## src/hdl/search_open_list_queue_macros.svh

```systemverilog
// Assertion macros for the open list queue.
`ifndef SEARCH_OPEN_LIST_QUEUE_MACROS_SVH
`define SEARCH_OPEN_LIST_QUEUE_MACROS_SVH
// Implication checked on every rising clock edge outside reset.
`define SOLQ_ASSERT_IMP(lbl, clk, rstn, ante, cons) \
  lbl: assert property (@(posedge clk) disable iff (!rstn) (ante) |-> (cons)) \
    else $error("assertion failed");
// Next-cycle implication checked outside reset.
`define SOLQ_ASSERT_NXT(lbl, clk, rstn, ante, cons) \
  lbl: assert property (@(posedge clk) disable iff (!rstn) (ante) |=> (cons)) \
    else $error("assertion failed");
`endif

```

## src/hdl/solq_pkg.sv

```systemverilog
// ----------------------------------------------------------------------------
// solq_pkg
// Shared types and status codes of the open list queue.
// ----------------------------------------------------------------------------
package solq_pkg;

  typedef enum logic [2:0] {
    ST_INSERTED  = 3'd0,
    ST_IMPROVED  = 3'd1,
    ST_KEPT      = 3'd2,
    ST_REMOVED   = 3'd3,
    ST_NOT_FOUND = 3'd4,
    ST_FULL      = 3'd5
  } status_e;

  localparam int unsigned CostBits = 16;

  // Command broadcast to every cell in the delete and insert steps of an operation.
  typedef struct packed {
    logic del;   // remove the matching entry (shift left from it)
    logic ins;   // insert the new entry at its sorted slot
  } cell_cmd_t;

endpackage

```

## src/hdl/solq_cell.sv

```systemverilog
// ----------------------------------------------------------------------------
// solq_cell
// One slot of the sorted list: holds an entry, compares it against the
// offered beat and shifts left or right with its neighbors.
// ----------------------------------------------------------------------------
module solq_cell #(
  parameter int unsigned CoordBits = 8
) (
  input  logic                         clk_i,
  input  logic [CoordBits-1:0]         key_x_i,
  input  logic [CoordBits-1:0]         key_y_i,
  input  logic [solq_pkg::CostBits-1:0] key_eval_i,
  input  logic                         occ_i,      // slot index < count
  input  logic [4*CoordBits+2*solq_pkg::CostBits-1:0] new_i,
  input  logic [4*CoordBits+2*solq_pkg::CostBits-1:0] left_i,
  input  logic [4*CoordBits+2*solq_pkg::CostBits-1:0] right_i,
  input  logic                         left_del_i,  // delete point is left
  input  logic                         left_ins_i,  // insert point is left
  input  logic                         left_gt_i,   // this slot's key >= new
  input  solq_pkg::cell_cmd_t          cmd_i,
  input  logic                         go_i,
  output logic [4*CoordBits+2*solq_pkg::CostBits-1:0] entry_o,
  output logic                         match_o,
  output logic                         after_del_o,
  output logic                         after_ins_o,
  output logic                         gt_o
);
  localparam int unsigned EW = 4*CoordBits + 2*solq_pkg::CostBits;

  logic [EW-1:0] ent_q, mid;
  logic          del_here, ins_here;

  // Entry layout: x, y, path, eval, px, py (x at the top).
  assign entry_o = ent_q;
  assign match_o = occ_i && ent_q[EW-1 -: CoordBits] == key_x_i &&
                   ent_q[EW-1-CoordBits -: CoordBits] == key_y_i;
  assign gt_o    = ent_q[2*CoordBits +: solq_pkg::CostBits] >= key_eval_i && occ_i;

  assign del_here    = cmd_i.del && (left_del_i || match_o);
  assign after_del_o = del_here;
  // Insert point is the first slot (after delete) that is empty or holds a key >= new.
  assign ins_here    = cmd_i.ins && !left_ins_i && (left_gt_i || !occ_i);
  assign after_ins_o = left_ins_i || ins_here;

  always_comb begin
    mid = ent_q;
    if (cmd_i.ins && left_ins_i) begin
      mid = left_i;
    end else if (ins_here) begin
      mid = new_i;
    end
  end

  // Entry register, no reset needed for payload.
  always_ff @(posedge clk_i) begin
    if (go_i) begin
      if (del_here) begin
        ent_q <= right_i;
      end else begin
        ent_q <= mid;
      end
    end
  end
endmodule

```

## config.mk

```make
export PLATFORM = sky130hd
export DESIGN_NAME = solq_cell
export DESIGN_NICKNAME = d
export VERILOG_FILES = /design/src/hdl/search_open_list_queue_macros.svh /design/src/hdl/solq_pkg.sv /design/src/hdl/solq_cell.sv
export SDC_FILE = /design/constraint.sdc
export NUM_CORES = 1
export LEC_CHECK = 0
export BUFFER_PORTS_ARGS = -buffer_cell sky130_fd_sc_hd__buf_4
export CAP_MARGIN = 20
export CORE_MARGIN = 5
export CORE_UTILIZATION = 52
export DETAILED_ROUTE_END_ITERATION = 7
export PLACE_DENSITY_LB_ADDON = 0.15
export SYNTH_ARGS = -nofsm -noshare
export SYNTH_HDL_FRONTEND = slang
export SYNTH_SLANG_ARGS = --single-unit
```

## constraint.sdc

```tcl
create_clock -name clk_i -period 9.1 [get_ports clk_i]
set_clock_uncertainty 0.1 [all_clocks]
set_input_delay 0.91 -clock clk_i [delete_from_list [all_inputs] [get_ports clk_i]]
set_output_delay 0.91 -clock clk_i [all_outputs]
set_load 0.01 [all_outputs]
```

## After elaboration in Yosys (flattened, before gate mapping)

Index checks and enable logic that the tools add are counted.

| storage, ports and cells | value |
|---|---|
| logic and storage cells | 21 |
| output and inout port bits | 68 |
| input bits | 232 |
| register bits | 64 |

| cells by class | value |
|---|---|
| multiplexer cells | 3 |
| magnitude comparators | 1 |
| reduce and logical (&&, ||, !) cells | 14 |
| equal/unequal tests | 2 |

Operators by type and width:

| kind | number |
|---|---|
| $mux W64 | 3 |
| $eq A8 B8 Y1 | 2 |
| $ge A16 B16 Y1 | 1 |
| $logic_and A1 B1 Y1 | 7 |
| $logic_or A1 B1 Y1 | 3 |
| $reduce_bool A3 Y1 | 1 |
| $logic_not A1 Y1 | 2 |
| $reduce_and A2 Y1 | 1 |

## Logic depth before layout (Yosys ltp)

Gate-level depths: netlist (run 1).

| depth | value |
|---|---|
| depth after elaboration | 7 |
| mapped depth | 7 |
| mapped depth without buffers | 7 |

## Least setup slack after synthesis (run 1)

No wires, ideal clock.

| timing path | value |
|---|---|
| path kind | in2reg |
| start point | input port key_x_i[3] |
| end point | register ent_q[0], in the netlist entry_o[0] (enable) |
| path buffers | 2 |
| stages on the path | 7 |
| arrival | 4.981 ns |
| setup time | 0.486 ns |
| slack | 3.533 ns |
| required time | 8.514 ns |
| cells stage by stage | xor2_1 -> or4_1 -> nor4_4 -> buf_4 -> buf_4 -> a211oi_1 -> nor2_1 |

| between the ends | value |
|---|---|
| longest elaborated chain between the ends | 7 |

RTL lines:

| element | RTL line | source |
|---|---|---|
| start: declaration | solq_cell.sv:10 | `input logic [CoordBits-1:0] key_x_i,` |
| $eq A8 B8 Y1 | solq_cell.sv:35 | `assign match_o = occ_i && ent_q[EW-1 -: CoordBits] == key_x_i &&` |
| $logic_and A1 B1 Y1 (2 in series) | solq_cell.sv:35 |  |
| $logic_or A1 B1 Y1 | solq_cell.sv:39 | `assign del_here = cmd_i.del && (left_del_i \|\| match_o);` |
| $logic_and A1 B1 Y1 | solq_cell.sv:39 |  |
| $reduce_bool A3 Y1 (no source line) | n/a |  |
| $reduce_and A2 Y1 (no source line) | n/a |  |
| end signal: assignment | solq_cell.sv:58 | `ent_q <= right_i;` |
| end signal: assignment | solq_cell.sv:60 | `ent_q <= mid;` |
| end: declaration | solq_cell.sv:30 | `logic [EW-1:0] ent_q, mid;` |

Every way passes these cells.
A chain may end at the register's enable or synchronous reset.

## Worst setup path after layout (run 1)

| timing path | value |
|---|---|
| start point | input port key_x_i[3] |
| end point | register ent_q[21], in the netlist entry_o[21] (enable) |

Same word-level chain as after synthesis.

==> flow_summary.toml, run 1 <==
[finish]
num_antenna_cells = 0
syn2layout_area_growth_pct = 40.1
nets = 1174
largest_reg_flops = 64
final_cells = 1077
fill_cells = 876
drive_above_1_share_pct = 34.8

[placed_design]
hpwlAfterDp_mm = 16.0
portBuffers = 299
dp_cells = 1060
routabilityCongestion = 0.880

[routing]
drtIter0Drc = 916
vias = 7344
drcViolationCount = 0
wl_mm = 23.8
wire_per_inst_um = 22.1
ant_nets = 0
firstDrtPassIters = 5
via_per_inst = 6.82

[min_path]
min_from = "right_i[33]"
whs_path_depth = 3
whs_endpoint = "entry_o[33]$_DFFE_PP_"
hold_class = "input port to flop"

[sta]
slew_headroom_pct = 40.1
finalCriticalPeriod_ns = 3.65
finalHoldViolations = 0
fin_setup_tns_ns = 0
report.final.slew_viol_count = 0
fmax_ghz = 0.274
setup_viol_count_final = 0
rsz0062_at_grt = "false"
worst_slew_pin_slew_ns = 0.899
period_share_pct = 40.1

[setup_path]
cp.required_ns = 8.97
crit_family = "simple AND/OR/NAND/NOR gates"
rrSetupSlack_ns = 5.72
critPathMostFrequentCell = "buf_4"
r2r-start = "entry_o[57]$_DFFE_PP_"
start_kind = "input port"
worstSetupEndpointType = "flop"
crit_arrival_ns = 3.51
critical_path.max_fanout = 36
cp_slowest_cell = "nor2_4"
r2r_cells = 6
critical_path_class = "input port to flop"
worstPathCellList = "buf_4, xor2_1, or4_1, nor4_4, a211oi_1, nor2_4, buf_4"
r2r_end = "entry_o[21]$_DFFE_PP_"
cp-startpoint = "key_x_i[3]"
path_buf_inv = 2
max_stage_delay_ns = 0.71

[global_route]
track_usage_pct = 31.1
grt-ovfl-total = 0
grt_pass1_wl_mm = 36.2
antenna_found_initial = 0
grt_pass1_vias = 6919
grt_max_degree = 129

[yosys]
ys.flop_type = "edfxtp_1"
synth-simple-area-share_pct = 28.5
async_flop_share_pct = 0
synth_compound_area_share_pct = 28.6
avgSynthCellArea_um2 = 9.03
synthAdderAreaFrac_pct = 3.21
synth_seq_cells = 64
synth_warnings = 0
synth_nets = 939
seq_area_frac_synth_pct = 30.8
synth_mux_area_share_pct = 0
yosysUniqueCellTypes = 32
synth.cell_area_um2 = 6240
synth_top_family_by_area = "compound AO/OA/AOI/OAI gates"
synth_edf_count = 64
synth_xor_xnor_area_share_pct = 2.25
syn-instance-count = 691

[clocking]
postCtsSetupRepairBufs = 0
cts_tree = "built"
cts-htree-levels = 3
cts_resized = 0
root_buffer = "clkbuf_16"
path_clk_slew_ns = 0.05
clk_latency_ns = 0.33
clock_path_buffers = 2
cts_buffers = 9
hold_buffers = 0
clock_sinks = 64

[floorplan]
ios = 300
die_width_um = 120
dieArea_um2 = 14300
core-area_um2 = 11900
die_y_um = 120
rows = 40
start_util_pct = 52.4

[pwr]
vdd_ir_drop_max_v = 0.0000768
leakage_nw = 4.36
power.density_nw_per_um2 = 119

[job]
cap_viol_max_count = 0

[run_status]
outcome = "finished, final reports clean"
metal layers:
layer | global-route usage, % | vias up | wire length [um]
met1 | 38.5 | 3489 | 8910
met3 | 6.55 | 74 | 2250
li1 | - | 3298 | -
met5 | 0 | - | 0
met4 | 13.6 | 0 | 985
met2 | 52.6 | 483 | 11700
worst max path at each step:
| stage | cells after the start | end |
|---|---|---|
| finish | 7 | entry_o[21]$_DFFE_PP_ |
| detailed placement | 7 | entry_o[25]$_DFFE_PP_ |
| global route | 7 | entry_o[24]$_DFFE_PP_ |
| floorplan | 7 | entry_o[0]$_DFFE_PP_ |
| CTS | 7 | entry_o[27]$_DFFE_PP_ |
| global placement | 7 | entry_o[29]$_DFFE_PP_ |
through the flow:
stage	power [mW]	hold slack [ns]	utilization, %	cell area [um2]	setup WS, ns
floorplan	0.527	1.08	-	6240	3.53
global placement	0.666	1.23	70.4	8390	5.19
detailed placement	0.678	1.22	70.4	8390	5.15
CTS	1.04	0.929	72.9	8690	5.48
global route	1.08	0.952	73.4	8740	5.32
finish	1.04	0.936	73.4	8740	5.45
Yosys cell counts, types with 4 or more instances:
cell	number	area share (%)
a211o_1	128	18
clkbuf_1	69	4.1
nor2_1	67	4.0
buf_4	7	0.84
ha_1	16	3.2
edfxtp_1	64	31
buf_2	6	0.48
a21oi_1	7	0.56
and3_1	64	6.4
xor2_1	8	1.1
o21ai_0	4	0.32
inv_1	17	1.0
xnor2_1	8	1.1
nor3_1	64	5.1
and4b_1	64	10
nand2_1	9	0.54
o221ai_1	64	9.0
layout make-up:
cell class	count	area, um2	area share, %
multi-input combinational	527	3930	44.9
timing repair buffer	307	2340	26.8
sequential	64	1920	22.0
clock buffer	10	229	2.62
tap	147	184	2.10
clock inverter	5	72.6	0.830
inverter	17	63.8	0.730
logic make-up after synthesis:
group	Yosys count
DFF	64
adders and majority gates	16
xor gates and xnor gates	16
and+or+nand+nor	286
AOI/OAI and AO/OA	209
buffers and inverters	100
cell usage in the layout, fill, tap and decap left out, types with 3 or more instances in the layout:
master,n
a21oi_1,7
and4b_1,64
nand2_1,7
clkbuf_16,9
inv_1,17
o21ai_0,4
nor2_1,66
xor2_1,8
a211o_1,128
ha_1,16
nand3_1,3
nor4_1,3
nor3_1,64
nand4_1,3
o221ai_1,64
buf_4,305
and3_1,64
nand2b_1,3
edfxtp_1,64
xnor2_1,8
power breakdown:
| group | internal, mW | switching (mW) |
|---|---|---|
| Combinational | 0.162 | 0.153 |
| Sequential | 0.353 | 0.0105 |
| Clock | 0.236 | 0.126 |
tightest hold or removal path, delay by kind of cell:
family,cells,cell delay [ns]
AND/OR/NAND/NOR,1,0.13
AO/OA/AOI/OAI,1,0.11
buffers and inverters,1,0.08
Note: power is estimated with default switching activity, not from simulation.
==> run 2, diff against run 1 <==
Settings changed: CORE_UTILIZATION 52 to 48.
Clock period 9.1 ns to 3.6 ns, I/O delays scaled along.
==> flow_summary.toml, run 2 (synthesis results as in run 1) <==
[sta]
fin_setup_tns_ns = 0
worst_slew_pin_slew_ns = 0.771
finalHoldViolations = 0
fmax_ghz = 0.356
finalCriticalPeriod_ns = 2.81
period_share_pct = 78.0
report.final.slew_viol_count = 0
rsz0062_at_grt = "false"
setup_slack_ns = 0.791
setup_viol_count_final = 0
slew_headroom_pct = 48.6

[setup_path]
r2r_end = "entry_o[11]$_DFFE_PP_"
r2r_cells = 6
start_kind = "flop"
rrSetupSlack_ns = 0.89
r2r-start = "entry_o[59]$_DFFE_PP_"
critical_path_class = "flop to output port"
critical_path.max_fanout = 2
worstSetupEndpointType = "output port"
cp.required_ns = 3.14
crit_arrival_ns = 2.35

[floorplan]
start_util_pct = 49.3
die_width_um = 124
die_y_um = 124
dieArea_um2 = 15400
rows = 41
ios = 300
core-area_um2 = 12700

[clocking]
clk_latency_ns = 0.33
hold_buffers = 0
cts_buffers = 9
clock_sinks = 64
clock_path_buffers = 2
cts_tree = "built"
root_buffer = "clkbuf_16"
postCtsSetupRepairBufs = 0
path_clk_slew_ns = 0.06
cts-htree-levels = 3
cts_resized = 0

[global_route]
grtUsageMet3_pct = 6.31
grt_max_degree = 129
busiest_layer = "met2"
grt_use_met1_pct = 35.8
grt_pass1_vias = 7309
antenna_found_initial = 0
grtUsageMet2_pct = 51.9
grt_pass1_wl_mm = 36.9
grt-ovfl-total = 0
track_usage_pct = 30.3

[finish]
num_antenna_cells = 0
layout.cells.most_common = "buf_4"
nets = 1178
largest_reg_flops = 64
drive_above_1_share_pct = 34.9
syn2layout_area_growth_pct = 40.0
final_cell_mix = "buf_4, a211o_1, nor2_1"
final_area_um2 = 8740
final_util_pct = 69.0

[job]
cap_viol_max_count = 0

[min_path]
min_from = "right_i[62]"
hold_class = "input port to flop"
whs_endpoint = "entry_o[62]$_DFFE_PP_"
whs_path_depth = 3

[placed_design]
dp_slack_ns = 0.878
placed_cell_area_um2 = 8500
routabilityCongestion = 0.871
hpwlAfterDp_mm = 16.7
portBuffers = 299

[routing]
via_per_inst = 6.59
drcViolationCount = 0
firstDrtPassIters = 6
wire_per_inst_um = 22.1
vias = 7270
drtIter0Drc = 806
wl_mm = 24.4
ant_nets = 0

[pwr]
leakage_nw = 4.34
power.total_mw = 2.47
power.density_nw_per_um2 = 282
vdd_ir_drop_max_v = 0.000183

[run_status]
outcome = "finished, final reports clean"
[run 2: changes by cell type in the layout (fill, tap and decap cells not counted), sizes merged]
cell,before,now
buf,307,311
bufinv,2,0
clkbuf,10,9
clkinv,3,4
[run 2: worst max-delay path by stage]
stage | cells after the start | from | endpoint | slack, ns
after global routing | 6 | entry_o[49]$_DFFE_PP_ | after_del_o | 0.77
after CTS | 6 | entry_o[49]$_DFFE_PP_ | after_del_o | 0.81
after floorplan | 7 | entry_o[59]$_DFFE_PP_ | entry_o[0]$_DFFE_PP_ | 0.25
after global placement | 7 | key_x_i[3] | entry_o[9]$_DFFE_PP_ | 0.95
final | 6 | entry_o[49]$_DFFE_PP_ | after_del_o | 0.79
after detailed placement | 7 | key_x_i[3] | entry_o[11]$_DFFE_PP_ | 0.88
[run 2: through the flow]
stage          hold WS (ns)  instances
2_1_floorplan         0.581        691
3_3_place_gp          0.672       1091
3_5_place_dp          0.670       1091
4_1_cts               0.375       1104
5_1_grt               0.405       1104
6_report              0.380       1104
[run 2: routing by layer]
metal	vias up	part of all wire, %
li1	3302	-
met1	3441	36
met2	442	50
met3	85	9.6
met4	0	4.7
met5	-	0
[run 2: power by group]
group          leakage, nW  total [mW]  switching, mW  internal, mW
combinational         3.61       0.800          0.386         0.414
clock                0.117       0.749          0.305         0.444
sequential           0.622       0.919         0.0258         0.893
[run 2: final cells by class]
class,instances,area (um2)
multi-input cells,527,3930
well taps,172,215
flip-flops and latches,64,1920
fillers,1007,3930
repair buffers,311,2370
inverters,17,63.8
clock buffers,9,225
clock inverters,4,15.0
[run 2: worst max-delay path, cell delays in order (launching register included)]
cell and delay [ns]:
edfxtp_1 0.46, xor2_1 0.21, nor4_1 0.32, nand2_1 0.10
nor4_1 0.62, o21a_1 0.19, buf_4 0.12
